## src/rtl/dnsld_pkg.sv

```systemverilog
// ----------------------------------------------------------------------------
// dnsld_pkg
// Types and constants shared by the DNS name label decoder modules.
// ----------------------------------------------------------------------------
package dnsld_pkg;

   localparam int unsigned CAP_W        = 8;   // output_capacity register width
   localparam int unsigned COUNT_W      = 7;   // output character count
   localparam int unsigned POS_W        = 8;   // input byte position
   localparam int unsigned LABEL_W      = 6;   // label length / label count

   localparam logic [CAP_W-1:0]   CAP_RESET     = 8'd128;
   localparam logic [LABEL_W-1:0] MAX_LABELS    = 6'd32;
   localparam logic [POS_W-1:0]   POS_LIMIT     = 8'd253;
   localparam logic [POS_W-1:0]   POS_SAT       = 8'd255;
   localparam logic [7:0]         MAX_LABEL_LEN = 8'd63;
   localparam logic [7:0]         DOT_CHAR      = 8'h2E;

   // register word index decoded from the csr address
   localparam logic REG_OUTPUT_CAPACITY = 1'b0;

   // result queue
   localparam int unsigned FIFO_DEPTH = 4;
   localparam int unsigned FIFO_PTR_W = 2;
   localparam int unsigned FIFO_LVL_W = 3;

   typedef struct packed {
      logic [COUNT_W-1:0] name_length;
      logic               is_end;
      logic [7:0]         out_char;
   } result_type;

   // up to two results pushed per accepted request, in order ent0 then ent1
   typedef struct packed {
      logic [1:0] n;
      result_type ent1;
      result_type ent0;
   } push_type;

   typedef struct packed {
      logic                  room2;
      logic [FIFO_LVL_W-1:0] level;
   } fifo_status_type;

endpackage

```

## src/rtl/dnsld_fifo.sv

```systemverilog
// ----------------------------------------------------------------------------
// dnsld_fifo
// Small result queue: up to two results in per cycle, one out per ready cycle.
// ----------------------------------------------------------------------------
module dnsld_fifo (
   input  logic                       clock,
   input  logic                       reset,
   input  dnsld_pkg::push_type        push,
   output dnsld_pkg::fifo_status_type status,
   output logic                       rsp_tvalid,
   input  logic                       rsp_tready,
   output dnsld_pkg::result_type      rsp_data
);

   dnsld_pkg::result_type mem [dnsld_pkg::FIFO_DEPTH];

   logic [dnsld_pkg::FIFO_PTR_W-1:0] wr_ptr_ff, wr_ptr_in;
   logic [dnsld_pkg::FIFO_PTR_W-1:0] rd_ptr_ff, rd_ptr_in;
   logic [dnsld_pkg::FIFO_LVL_W-1:0] level_ff, level_in;
   logic                             pop;
   logic [dnsld_pkg::FIFO_PTR_W-1:0] wr_ptr_nxt;

   assign pop        = rsp_tvalid && rsp_tready;
   assign wr_ptr_nxt = wr_ptr_ff + dnsld_pkg::FIFO_PTR_W'(1);

   always_comb begin
      wr_ptr_in = wr_ptr_ff + dnsld_pkg::FIFO_PTR_W'(push.n);
      rd_ptr_in = rd_ptr_ff + dnsld_pkg::FIFO_PTR_W'(pop);
      level_in  = level_ff + dnsld_pkg::FIFO_LVL_W'(push.n)
                  - dnsld_pkg::FIFO_LVL_W'(pop);
   end

   always_ff @(posedge clock) begin
      if (reset) begin
         wr_ptr_ff <= '0;
         rd_ptr_ff <= '0;
         level_ff  <= '0;
      end else begin
         wr_ptr_ff <= wr_ptr_in;
         rd_ptr_ff <= rd_ptr_in;
         level_ff  <= level_in;
      end
   end

   always_ff @(posedge clock) begin
      if (push.n != 2'd0) begin
         mem[wr_ptr_ff] <= push.ent0;
      end
      if (push.n == 2'd2) begin
         mem[wr_ptr_nxt] <= push.ent1;
      end
   end

   assign rsp_data     = mem[rd_ptr_ff];
   assign rsp_tvalid   = (level_ff != '0);
   assign status.level = level_ff;
   assign status.room2 = (level_ff <= dnsld_pkg::FIFO_LVL_W'(dnsld_pkg::FIFO_DEPTH - 2));

endmodule

```

## src/rtl/dns_name_label_decoder.sv

```systemverilog
// ----------------------------------------------------------------------------
// dns_name_label_decoder
// Streams wire-format DNS name bytes in, dotted name characters out.
// ----------------------------------------------------------------------------
// One wire-format byte is taken per request, one request per clock cycle while
// req_tready is high. The decode state is updated when the request is accepted
// and its results (none, a character and/or the end result) go to a four-entry
// result queue; rsp_tvalid rises the cycle after a push into an empty queue.
// The output side moves one result per cycle while rsp_tready is high, so a
// character plus end result needs an extra output transfer; req_tready stays
// high while the queue has room for two results, which holds back-to-back
// under a ready sink. A name starts at a req_tuser (first) byte and stops at
// a zero or >63 length byte, after 32 labels, at input position 253 or more at
// a label end, at req_tlast, or at min(output_capacity, MAX_NAME, 128)-1
// characters emitted; later bytes are dropped until the next first byte.
// ----------------------------------------------------------------------------
module dns_name_label_decoder #(
   parameter int unsigned MAX_NAME = 128   // name buffer bound, 16..256
) (
   input  logic        clock,
   input  logic        reset,

   // request: wire-format byte
   input  logic        req_tvalid,
   output logic        req_tready,
   input  logic [7:0]  req_tdata,    // [7:0] payload_byte
   input  logic        req_tuser,    // [0] first_byte
   input  logic        req_tlast,    // last_byte

   // result: decoded character or end marker
   output logic        rsp_tvalid,
   input  logic        rsp_tready,
   output logic [15:0] rsp_tdata,    // [7:0] out_char, [14:8] name_length, [15] zero
   output logic        rsp_tlast,    // is_end

   // configuration
   input  logic        csr_psel,
   input  logic        csr_penable,
   input  logic        csr_pwrite,
   input  logic [2:0]  csr_paddr,
   input  logic [31:0] csr_pwdata,
   output logic [31:0] csr_prdata,
   output logic        csr_pready
);

   // effective buffer size never exceeds 128 (7-bit count)
   localparam int unsigned CAP_MAX = (MAX_NAME < 128) ? MAX_NAME : 128;
   localparam logic [dnsld_pkg::CAP_W-1:0] CAP_MAX_V = dnsld_pkg::CAP_W'(CAP_MAX);

   // ------------------------------------------------------------------------
   // Config register
   // ------------------------------------------------------------------------
   logic [dnsld_pkg::CAP_W-1:0] capacity_ff;
   logic                        csr_write;
   logic                        csr_hit;

   assign csr_pready = 1'b1;
   assign csr_hit    = (csr_paddr[2] == dnsld_pkg::REG_OUTPUT_CAPACITY);
   assign csr_write  = csr_psel && csr_penable && csr_pwrite && csr_pready;

   always_ff @(posedge clock) begin
      if (reset) begin
         capacity_ff <= dnsld_pkg::CAP_RESET;
      end else if (csr_write && csr_hit) begin
         capacity_ff <= csr_pwdata[dnsld_pkg::CAP_W-1:0];
      end
   end

   assign csr_prdata = csr_hit ? {24'd0, capacity_ff} : 32'd0;

   // limit = min(capacity, MAX_NAME, 128) - 1, zero for capacity zero
   logic [dnsld_pkg::CAP_W-1:0]   cap_eff;
   logic [dnsld_pkg::COUNT_W-1:0] limit;

   always_comb begin
      cap_eff = (capacity_ff > CAP_MAX_V) ? CAP_MAX_V : capacity_ff;
      limit   = (cap_eff == '0) ? '0
                : dnsld_pkg::COUNT_W'(cap_eff - dnsld_pkg::CAP_W'(1));
   end

   // ------------------------------------------------------------------------
   // Decode state
   // ------------------------------------------------------------------------
   logic                            stopped_ff,   stopped_in;
   logic                            in_label_ff,  in_label_in;
   logic [dnsld_pkg::LABEL_W-1:0]   remain_ff,    remain_in;
   logic [dnsld_pkg::POS_W-1:0]     position_ff,  position_in;
   logic [dnsld_pkg::COUNT_W-1:0]   count_ff,     count_in;
   logic [dnsld_pkg::LABEL_W-1:0]   labels_ff,    labels_in;

   logic                            req_fire;
   logic                            emit_char;
   logic                            emit_end;
   logic                            done;        // stopped before the final checks
   logic [7:0]                      char_val;
   logic [dnsld_pkg::POS_W-1:0]     pos_bump;
   logic [dnsld_pkg::LABEL_W-1:0]   remain_dec;

   dnsld_pkg::push_type        push;
   dnsld_pkg::fifo_status_type fifo_status;
   dnsld_pkg::result_type      char_res;
   dnsld_pkg::result_type      end_res;
   dnsld_pkg::result_type      rsp_data;

   assign req_tready = fifo_status.room2;
   assign req_fire   = req_tvalid && req_tready;

   always_comb begin
      // first byte clears the name state before anything else
      stopped_in  = req_tuser ? 1'b0 : stopped_ff;
      in_label_in = req_tuser ? 1'b0 : in_label_ff;
      remain_in   = req_tuser ? '0   : remain_ff;
      position_in = req_tuser ? '0   : position_ff;
      count_in    = req_tuser ? '0   : count_ff;
      labels_in   = req_tuser ? '0   : labels_ff;

      emit_char = 1'b0;
      emit_end  = 1'b0;
      done      = 1'b0;
      char_val  = req_tdata;

      pos_bump   = (position_in == dnsld_pkg::POS_SAT) ? position_in
                   : position_in + dnsld_pkg::POS_W'(1);
      remain_dec = remain_in - dnsld_pkg::LABEL_W'(1);

      if (stopped_in) begin
         done = 1'b1;                       // idle: drop byte
      end else if (count_in >= limit) begin
         emit_end   = 1'b1;                 // buffer already full
         done       = 1'b1;
         stopped_in = 1'b1;
      end else if (!in_label_in) begin
         if (req_tdata == 8'd0 || req_tdata > dnsld_pkg::MAX_LABEL_LEN) begin
            emit_end   = 1'b1;              // root label or bad length
            done       = 1'b1;
            stopped_in = 1'b1;
         end else begin
            labels_in   = labels_in + dnsld_pkg::LABEL_W'(1);
            position_in = pos_bump;
            in_label_in = 1'b1;
            remain_in   = req_tdata[dnsld_pkg::LABEL_W-1:0];
            if (count_in != '0) begin
               emit_char = 1'b1;            // separator before later labels
               char_val  = dnsld_pkg::DOT_CHAR;
               count_in  = count_in + dnsld_pkg::COUNT_W'(1);
            end
         end
      end else begin
         emit_char   = 1'b1;                // label byte passes through
         count_in    = count_in + dnsld_pkg::COUNT_W'(1);
         position_in = pos_bump;
         remain_in   = remain_dec;
         if (remain_dec == '0) begin
            in_label_in = 1'b0;
         end
      end

      if (!done && (req_tlast || count_in >= limit ||
                    (!in_label_in && (labels_in >= dnsld_pkg::MAX_LABELS ||
                                      position_in >= dnsld_pkg::POS_LIMIT)))) begin
         emit_end   = 1'b1;
         stopped_in = 1'b1;
      end

      char_res.out_char    = char_val;
      char_res.is_end      = 1'b0;
      char_res.name_length = '0;
      end_res.out_char     = 8'd0;
      end_res.is_end       = 1'b1;
      end_res.name_length  = count_in;

      // results in order: character first, end result after it
      push.ent0 = emit_char ? char_res : end_res;
      push.ent1 = end_res;
      push.n    = req_fire ? (2'(emit_char) + 2'(emit_end)) : 2'd0;
   end

   always_ff @(posedge clock) begin
      if (reset) begin
         stopped_ff  <= 1'b1;
         in_label_ff <= 1'b0;
         remain_ff   <= '0;
         position_ff <= '0;
         count_ff    <= '0;
         labels_ff   <= '0;
      end else if (req_fire) begin
         stopped_ff  <= stopped_in;
         in_label_ff <= in_label_in;
         remain_ff   <= remain_in;
         position_ff <= position_in;
         count_ff    <= count_in;
         labels_ff   <= labels_in;
      end
   end

   // ------------------------------------------------------------------------
   // Result queue
   // ------------------------------------------------------------------------
   dnsld_fifo u_fifo (
      .clock      (clock),
      .reset      (reset),
      .push       (push),
      .status     (fifo_status),
      .rsp_tvalid (rsp_tvalid),
      .rsp_tready (rsp_tready),
      .rsp_data   (rsp_data)
   );

   assign rsp_tdata = {1'b0, rsp_data.name_length, rsp_data.out_char};
   assign rsp_tlast = rsp_data.is_end;

   // ------------------------------------------------------------------------
   // Assertions
   // ------------------------------------------------------------------------
   a_end_stops: assert property (@(posedge clock) disable iff (reset)
      (req_fire && emit_end) |=> stopped_ff)
      else $error("end result pushed but decoder not stopped");

   a_label_remain: assert property (@(posedge clock) disable iff (reset)
      in_label_ff |-> (remain_ff != '0))
      else $error("inside a label with no bytes left");

   a_idle_silent: assert property (@(posedge clock) disable iff (reset)
      (req_fire && stopped_ff && !req_tuser) |-> (push.n == 2'd0))
      else $error("result produced while stopped");

   a_fifo_bound: assert property (@(posedge clock) disable iff (reset)
      fifo_status.level <= dnsld_pkg::FIFO_LVL_W'(dnsld_pkg::FIFO_DEPTH))
      else $error("result queue overflow");

endmodule

```

## config.mk

```make
export PLATFORM = sky130hd
export DESIGN_NAME = dns_name_label_decoder
export DESIGN_NICKNAME = d
export VERILOG_FILES = /design/src/rtl/dnsld_pkg.sv /design/src/rtl/dnsld_fifo.sv /design/src/rtl/dns_name_label_decoder.sv
export SDC_FILE = /design/constraint.sdc
export NUM_CORES = 1
export LEC_CHECK = 0
export ABC_AREA = 1
export BUFFER_PORTS_ARGS = -buffer_cell sky130_fd_sc_hd__buf_2
export CAP_MARGIN = 20
export CORE_UTILIZATION = 54
export CTS_BUF_LIST = sky130_fd_sc_hd__clkbuf_16
export DETAILED_ROUTE_END_ITERATION = 8
export GPL_TIMING_DRIVEN = 0
export PLACE_DENSITY = 0.85
export SLEW_MARGIN = 20
export SYNTH_ARGS = -nofsm -noshare
export SYNTH_HDL_FRONTEND = slang
export SYNTH_HIERARCHICAL = 1
export SYNTH_SLANG_ARGS = --single-unit
```

## constraint.sdc

```tcl
create_clock -name clock -period 17.59 [get_ports clock]
set_input_delay 3.518 -clock clock [delete_from_list [all_inputs] [get_ports clock]]
set_output_delay 3.518 -clock clock [all_outputs]
set_load 0.05 [all_outputs]
```

==> Word-level counts from Yosys, hierarchy flattened <==
Memories as Yosys holds them, arrays and structs flattened. A register that Yosys moved wholly into a read port is not among the register bits.
Cells that the tools add are included.
{ "word_totals": {"reg_bits": 44, "ram_bits": 64, "inputBits": 52, "output_inout_bits": 52, "wordCells": 107, "memories": 1} }
{ "classes": {"n_addsub": 11, "order_cmp": 7, "eq_ne": 2, "n_mux": 56, "bitwise_logic": 1, "n_reduce_logical": 19} }
{ "mem_list": {"columns": ["memory", "depth", "word_bits", "rd", "rd_ports_with_merged_regs", "write_ports", "line", "text"], "rows": [
  ["u_fifo.mem", 4, 16, 1, 1, 2, "dnsld_fifo.sv:15", "dnsld_pkg::result_type mem [dnsld_pkg::FIFO_DEPTH];"]
]} }
{ "op_table": {"columns": ["op", "n"], "rows": [
  ["$mux 8", 13],
  ["$mux 6", 10],
  ["$mux 7", 7],
  ["$mux 1", 23],
  ["$logic_not 8->1", 2],
  ["$mux 16", 1],
  ["$ge 7x7->1", 2],
  ["$add 8x1->8 const B", 1],
  ["$eq 8x8->1 const B", 1],
  ["$ge 8x8->1 const B", 1],
  ["$gt 8x6->1 const B", 1],
  ["$gt 8x8->1 const B", 1],
  ["$add 7x1->7 const B", 1],
  ["$logic_and 1x1->1", 7],
  ["$reduce_bool 7->1", 1],
  ["$sub 7x1->7 const B", 1],
  ["$add 6x1->6 const B", 1],
  ["$ge 6x6->1 const B", 1],
  ["$logic_not 6->1", 1],
  ["$sub 6x1->6 const B", 1],
  ["$logic_or 1x1->1", 4],
  ["$mux 2", 2],
  ["$add 3x2->3", 1],
  ["$le 3x2->1 const B", 1],
  ["10 further kinds", 11]
]} }

==> Longest topological paths before layout <==
Gate-level depths: netlist (run 1).
{ "logic_depth": {"word_depth": 18, "ltp_mapped": 40, "depth_no_buf": 40} }

==> By module <==
Netlist (run 1), hierarchy kept.
{ "by_module_without_submodules": {"columns": ["mod", "instances", "cells_each", "area_each_um2", "seq_area_each_um2"], "rows": [
  ["dnsld_fifo", 1, 368, 3779.9, 2062.0],
  ["dns_name_label_decoder", 1, 520, 3389.5, 740.7]
]} }

==> Worst setup path after synthesis (run 1) <==
OpenSTA, ideal clock, no wires.
{ "synth_timing": {"path_type": "input to register", "start": "input port req_tuser", "end": "memory u_fifo/mem[0][0] (netlist bit), enable pin", "setup_ns": 0.414, "t_arrival_ns": 8.541, "required_ns": 17.176, "path_slack_ns": 8.635, "cell_stages": 29, "path_buffers": 2, "path_cell_list": "buf_6 > inv_8 > nand2_1 > inv_1 > ha_1 > nand2_1 > nand2_2 > nand2_1 > nand2_1 > a21oi_2 > nand4_4 > nor2_2 > buf_6 > nand2_1 > o21ai_1 > ha_1 > a21boi_0 > o21a_1 > o21ai_0 > nand2_1 > nand2_1 > a21oi_1 > nor3b_1 > a31oi_1 > ha_1 > inv_1 > nor2_1 > nor2_1 > o31ai_1"} }
{ "synth_lines": {"columns": ["element", "line", "text"], "rows": [
  ["from (decl)", "dns_name_label_decoder.sv:27", "input logic req_tuser,"],
  ["to (decl)", "dnsld_fifo.sv:15", null]
]} }

==> impl_metrics.toml, run 1 <==
[run_status]
status = "completed"

[sta]
hold_viol_final = 0
tns_ns = 0
timing_worst_slew_pin_value_ns = 0.7263
setup_viol = 0
max_freq_mhz = 112.9
finalClockSkew_ns = 0.007577
fin_crit_sh_pct = 50.37
report.final.slew_viol_count = 0
grt_setup_unrepaired = "false"
timing.hold.ws_ns = 0.4695
slew_headroom_pct = 51.40
time_the_final_worst_path_needs_with_i_o_delays_and_setup_ns = 8.860

[route]
drt-pass1-iter-count = 5
wl_met1_mm = 7.057
vias = 6263
route.detailed.wl_per_inst_um = 15.17
wl_met2_mm = 8.838
drt-initial-drc-count = 493
routed_wl_mm = 17.63
wl_met3_mm = 1.151
route.antenna.remaining_nets = 0
routed_via_density = 5.390
highest-signal-layer = "met4"
number_of_drc_violations_after_detailed_routing = 0

[clocking]
cts_buffer_depth = 2
h-tree-depth = 3
cts_sinks = 108
tritoncts = "yes"
setup_bufs_post_cts = 0
cts_buffers = 9
cts_repair_resize_count = 0
hold_buffers = 0
clkTransAtPathRegs_ns = 0.08
clock_latency_ns = 0.37
cts_root_buffer = "sky130_fd_sc_hd__clkbuf_16"

[synthesis]
ys.flop_type = "sky130_fd_sc_hd__edfxtp_1"
syn_area_per_cell_um2 = 8.074
flip_flop_and_latch_count_after_synthesis = 108
synth_top_cells_by_area = "sky130_fd_sc_hd__edfxtp_1 27%, sky130_fd_sc_hd__dfxtp_1 12%, sky130_fd_sc_hd__nand2_1 8.2%"
synthesis.instances = 888
synthDominantCellAreaShare_pct = 26.81
synth_enable_flop_cells = 64
synth.yosys.seq_area_share_pct = 39.09
synth.largest_area_cell = "sky130_fd_sc_hd__edfxtp_1"
asyncSetResetFlopFracSynth_pct = 0
yosysWarningCount = 6
yosys.cell_types.count = 55
netlist_area_um2 = 7169

[finish]
multi_input_comb_area_um2 = 3654
share_of_cells_above_drive_strength_1_pct = 22.12
finalCoreUtilization_pct = 64.07
n_fill_cell = 1093
antenna_cells_inserted = 0
mostFrequentLayoutCells = "156 x sky130_fd_sc_hd__nand2_1, 103 x sky130_fd_sc_hd__nor2_1, 96 x sky130_fd_sc_hd__inv_1"
final_nets = 1063
design_area_um2 = 8184
mostFrequentLayoutCell = "sky130_fd_sc_hd__nand2_1"
area_delta_synth_final_pct = 14.15
ff_latch_area_um2 = 2803

[critical_path]
critical_path_class = "in -> reg"
critPathLaunchType = "input port"
crit_path_end_kind = "flop"
crit_path_top_delay_cell = "sky130_fd_sc_hd__o31ai_4"
crit_fanout = 10
worstPathRequired_ns = 17.68
arrival_time_at_the_worst_endpoint_ns = 8.95
crit_path_frequent_cell = "sky130_fd_sc_hd__nand2_1"
cp_slowest_stage_delay_ns = 0.59

[hold_path]
hp-class = "reg -> reg"

[power]
power.density_cell_area_nw_per_um2 = 113.7
power_frac_comb_pct = 41.3
switchingPower_uw = 404.6
clock_power_share_pct = 23.6
power.static_leakage_nw = 3.468
internal_power_uw = 525.9
ir_worst_vdd_v = 0.00006350
seq_power_share_pct = 35.0
power.share.switching_pct = 43.48

[floorplan]
initial_core_utilization_pct = 56.13
die-height_um = 117.2
chipWidth_um = 117.2
floorplan.io_pins = 104
total_die_area_um2 = 13740
num_rows = 41
area_of_the_core_region_um2 = 12770

[place]
dpl_cell_area_um2 = 7861
dp_hpwl_mm = 13.02
finalWeightedCongestion = 0.9297
io_buffer_count = 49

[grt]
number_of_antenna_violations_at_the_first_check_in_global_routing = 0
grt_overflow = 0
vias_in_the_first_global_route = 5929
groute.usage.overall_pct = 27.48
grt_start_max_net_pins = 22
wire_length_of_the_first_global_routing_pass_mm = 28.47

[job]
maxCapViolCount = 0
[synth_stat cells, drive strengths merged (11+ instances only)]
master,instances
nand2,166
nand4,11
edfxtp,64
o21ai,140
nand3,33
inv,111
clkbuf,13
nor2,112
dfxtp,44
a21oi,48
o22ai,18
buf,48
ha,25
[final timing paths]
path | from | to | slack [ns] | cells after the start
worst min register to register | labels_ff[1]$_SDFFE_PP0P_ | labels_ff[1]$_SDFFE_PP0P_ | 0.47 | 2
worst max-delay path | req_tuser | u_fifo/mem[1][7]$_DFFE_PP_ | 8.73 | 30
worst min-delay path | labels_ff[1]$_SDFFE_PP0P_ | labels_ff[1]$_SDFFE_PP0P_ | 0.47 | 2
worst max register to register | capacity_ff[2]$_SDFFE_PP0P_ | u_fifo/mem[1][7]$_DFFE_PP_ | 10.41 | 36
[flip-flops by register name, indices dropped and copies added, names as in the netlist]
name,count
labels_ff,6
stopped_ff,1
u_fifo/mem,64
u_fifo/level_ff,3
position_ff,8
in_label_ff,1
u_fifo/wr_ptr_ff,2
remain_ff,6
u_fifo/rd_ptr_ff,2
count_ff,7
capacity_ff,8
[worst max-delay path: cells and delay by family]
| family | cells | cell delay, ns |
|---|---|---|
| AO/OA/AOI/OAI | 8 | 1.60 |
| adder cells (fa/ha/maj) | 3 | 0.92 |
| buffers and inverters | 6 | 0.76 |
| AND/OR/NAND/NOR | 13 | 2.12 |
[power groups by stage]
| stage | Sequential [mW] | Clock, mW | Combinational [mW] |
|---|---|---|---|
| floorplan | 0.326 | 0 | 0.291 |
| global placement | 0.330 | 0 | 0.366 |
| detailed placement | 0.331 | 0 | 0.380 |
| CTS | 0.326 | 0.221 | 0.382 |
| global route | 0.329 | 0.233 | 0.421 |
| finish | 0.326 | 0.220 | 0.385 |
[logic make-up (layout without fill, tap and decap cells)]
group	after synthesis	in the layout	share of synthesized area, %
and+or+nand+nor	340	340	22.36
AOI/OAI and AO/OA	227	227	19.77
buffers and inverters	172	241	12.44
DFF	108	108	39.09
adders and majority gates	26	26	4.642
xor gates and xnor gates	13	13	1.588
other	2	35	0.1048
[layer usage]
layer,global-route usage [%],vias up
li1,-,3124
met5,0,-
met4,12.57,0
met1,32.22,2846
met2,49.29,242
met3,4.325,51
[metrics by stage]
step | setup slack (ns) | cells | total power [mW]
final | 8.731 | 1162 | 0.9305
after detailed placement | 8.418 | 1146 | 0.7118
after global placement | 7.149 | 1142 | 0.6956
after CTS | 8.788 | 1162 | 0.9291
after global routing | 8.320 | 1162 | 0.9824
after floorplan | 8.635 | 921 | 0.6171
[cell type report]
type,instances,share of cell area [%]
clock inverter,7,1.192
multi-input combinational,641,44.64
inverter,111,5.274
sequential,108,34.25
clock buffer,9,2.752
timing repair buffer,53,3.639
tap,172,2.630
buffer,61,5.626
Note: power is estimated with default switching activity, not from simulation.
==> run 2, diff against run 1 <==
--- a/config.mk
+++ b/config.mk
@@ -5,7 +5,7 @@
 export SDC_FILE = /design/constraint.sdc
 export NUM_CORES = 1
 export LEC_CHECK = 0
-export ABC_AREA = 1
+export ABC_AREA = 0
 export BUFFER_PORTS_ARGS = -buffer_cell sky130_fd_sc_hd__buf_2
 export CAP_MARGIN = 20
 export CORE_UTILIZATION = 54
==> constraint.sdc (replaced) <==
create_clock -name clock -period 8.45 [get_ports clock]
set_input_delay 1.69 -clock clock [delete_from_list [all_inputs] [get_ports clock]]
set_output_delay 1.69 -clock clock [all_outputs]
set_load 0.05 [all_outputs]
==> run 2 against run 1 <==
Net effect:
- total power is 70% higher
- die area is 5.0% lower
- sequential share of layout area up 1.5 points
- sequential cell count did not move
- non-clock buffer count rose by 2
- wire length decreased by 11%
- via count shrank 18%
==> impl_metrics.toml, run 2 <==
[synthesis]
synthesis.instances = 645
synth_common_cells = "72 x sky130_fd_sc_hd__nand2_1, 66 x sky130_fd_sc_hd__nor2_1, 64 x sky130_fd_sc_hd__edfxtp_1, 55 x sky130_fd_sc_hd__mux2_2, 44 x sky130_fd_sc_hd__dfxtp_1"
synth_enable_flop_cells = 64
synthDominantCellAreaShare_pct = 28.25
netlist_area_um2 = 6803
asyncSetResetFlopFracSynth_pct = 0
yosys.cell_types.count = 76
synth_most_common_cell = "sky130_fd_sc_hd__nand2_1"
synth.largest_area_cell = "sky130_fd_sc_hd__edfxtp_1"
synth.yosys.seq_area_share_pct = 41.20
yosysWarningCount = 6
ys.flop_type = "sky130_fd_sc_hd__edfxtp_1"
syn_area_per_cell_um2 = 10.55
synth_top_cells_by_area = "sky130_fd_sc_hd__edfxtp_1 28%, sky130_fd_sc_hd__dfxtp_1 13%, sky130_fd_sc_hd__mux2_2 9.1%"
flip_flop_and_latch_count_after_synthesis = 108

[place]
io_buffer_count = 51
detailedPlace.worstSlack_ns = 0.06142
finalWeightedCongestion = 0.9306
dp_hpwl_mm = 11.22

[power]
seq_power_share_pct = 39.1
ir_worst_vdd_v = 0.00009024
internal_power_mw = 1.015
power.static_leakage_nw = 3.356
power_frac_comb_pct = 34.2
switchingPower_uw = 567.7
power.density_cell_area_nw_per_um2 = 201.9
clock_power_share_pct = 26.7
total_power_consumption_of_the_routed_design_mw = 1.582
power.share.switching_pct = 35.87

[sta]
hold_viol_final = 0
tns_ns = 0
slew_headroom_pct = 48.30
postLayoutSetupSlackWorst_ns = 0.2781
time_the_final_worst_path_needs_with_i_o_delays_and_setup_ns = 8.172
report.final.slew_viol_count = 0
max_freq_mhz = 122.4
finalClockSkew_ns = 0.005223
setup_viol = 0
grt_setup_unrepaired = "false"
timing_worst_slew_pin_value_ns = 0.7754
fin_crit_sh_pct = 96.71

[finish]
mostFrequentLayoutCells = "72 x sky130_fd_sc_hd__nand2_1, 65 x sky130_fd_sc_hd__nor2_1, 64 x sky130_fd_sc_hd__edfxtp_1"
registers.top_by_ff_count = "u_fifo/mem"
share_of_cells_above_drive_strength_1_pct = 27.48
n_fill_cell = 947
area_delta_synth_final_pct = 15.23
biggestRegsByFlops = "u_fifo/mem (64), capacity_ff (8), position_ff (8)"
largest_register_ff_count = 64
antenna_cells_inserted = 0
multi_input_comb_area_um2 = 3806
mostFrequentLayoutCell = "sky130_fd_sc_hd__nand2_1"
final_nets = 848
finalCoreUtilization_pct = 64.45
ff_latch_area_um2 = 2803

[clocking]
setup_bufs_post_cts = 0
cts_sinks = 108
cts_buffer_depth = 2
h-tree-depth = 3
clock_latency_ns = 0.36
cts_repair_resize_count = 0
hold_buffers = 0
cts_root_buffer = "sky130_fd_sc_hd__clkbuf_16"
tritoncts = "yes"
clkTransAtPathRegs_ns = 0.07
cts_buffers = 9

[run_status]
status = "completed"

[floorplan]
initial_core_utilization_pct = 55.94
total_die_area_um2 = 13050
floorplan.io_pins = 104
chipWidth_um = 114.2
area_of_the_core_region_um2 = 12160
num_rows = 40
die-height_um = 114.2

[grt]
number_of_antenna_violations_at_the_first_check_in_global_routing = 0
grt_start_max_net_pins = 18
grt_overflow = 0
wire_length_of_the_first_global_routing_pass_mm = 25.16
vias_in_the_first_global_route = 5060
groute.usage.overall_pct = 25.25

[route]
routed_via_density = 5.471
routed_wl_mm = 15.73
drt-initial-drc-count = 364
route.detailed.wl_per_inst_um = 16.68
route.antenna.remaining_nets = 0
vias = 5159
drt-pass1-iter-count = 5
number_of_drc_violations_after_detailed_routing = 0

[critical_path]
cp_slowest_stage_delay_ns = 0.62
arrival_time_at_the_worst_endpoint_ns = 8.16
crit_fanout = 16
crit_path_frequent_cell = "sky130_fd_sc_hd__ha_1"
worstPathRequired_ns = 8.44
critPathLaunchType = "input port"
critical_path_class = "in -> reg"
crit_path_top_delay_cell = "sky130_fd_sc_hd__a21o_1"
crit_path_end_kind = "flop"

[job]
maxCapViolCount = 0

[hold_path]
hp-class = "reg -> reg"
run 2: cell count changes after synthesis, moves of 24 or more:
cell	previous run	this run
sky130_fd_sc_hd__nor2b_1	0	24
sky130_fd_sc_hd__o21ai_2	48	0
sky130_fd_sc_hd__mux2_2	0	55
sky130_fd_sc_hd__o21ai_0	72	20
sky130_fd_sc_hd__nor2_1	103	66
sky130_fd_sc_hd__inv_1	96	12
sky130_fd_sc_hd__nand2_1	156	72
run 2: through the flow:
step	area (um2)	hold slack, ns	std cells
final	7839	0.4966	943
after detailed placement	7546	0.4822	927
after global routing	7839	0.5292	943
after global placement	7493	0.4733	924
after floorplan	7028	0.4496	705
after CTS	7839	0.4915	943
run 2: per-layer routing:
metal | vias to the layer above | routed length [um] | track usage, %
met3 | 30 | 824 | 3.970
met1 | 2458 | 6614 | 30.72
li1 | 2515 | - | -
met4 | 0 | 346 | 10.30
met5 | - | 0 | 0
met2 | 156 | 7943 | 44.69
run 2: cells by family after synthesis:
kind of cell	Yosys count	share of synthesized area, %
AO/OA/AOI/OAI	85	8.443
XOR/XNOR	16	2.483
adder cells (fa/ha/maj)	26	4.892
buffers and inverters	76	6.437
flip-flops	108	41.20
multiplexers	88	17.66
other	2	0.1104
AND/OR/NAND/NOR	244	18.78
run 2: worst max-delay path, delay by kind of cell:
kind / cells / cell delay (ns)
XOR/XNOR: 1 / 0.13
AND/OR/NAND/NOR: 8 / 2.12
AO/OA/AOI/OAI: 8 / 1.77
buffers and inverters: 6 / 1.49
adder cells (fa/ha/maj): 3 / 0.96
run 2: cell type report:
type,instances,share of cell area [%]
Tap cell,168,2.682
Multi-Input combinational cell,521,48.56
Sequential cell,108,35.75
Clock buffer,9,2.873
Clock inverter,7,0.8619
Buffer,62,4.916
Inverter,14,0.6704
Timing Repair Buffer,54,3.687
run 2: final timing paths:
path                          startpoint                          to  slack (ns)  cells after the start
max                            req_tuser  u_fifo/mem[2][1]$_DFFE_PP_        0.28                     26
min            remain_ff[4]$_SDFFE_PP0P_   remain_ff[4]$_SDFFE_PP0P_        0.50                      2
max reg2reg  capacity_ff[7]$_SDFFE_PP1P_  u_fifo/mem[2][1]$_DFFE_PP_        1.09                     28
min reg2reg    remain_ff[4]$_SDFFE_PP0P_   remain_ff[4]$_SDFFE_PP0P_        0.50                      2
run 2: power groups by stage:
stage | sequential [mW] | clock (mW) | combinational [mW]
after detailed placement | 0.630 | 0 | 0.534
after floorplan | 0.625 | 0 | 0.424
final | 0.618 | 0.423 | 0.541
after global placement | 0.628 | 0 | 0.515
after global routing | 0.622 | 0.446 | 0.577
after CTS | 0.618 | 0.427 | 0.539
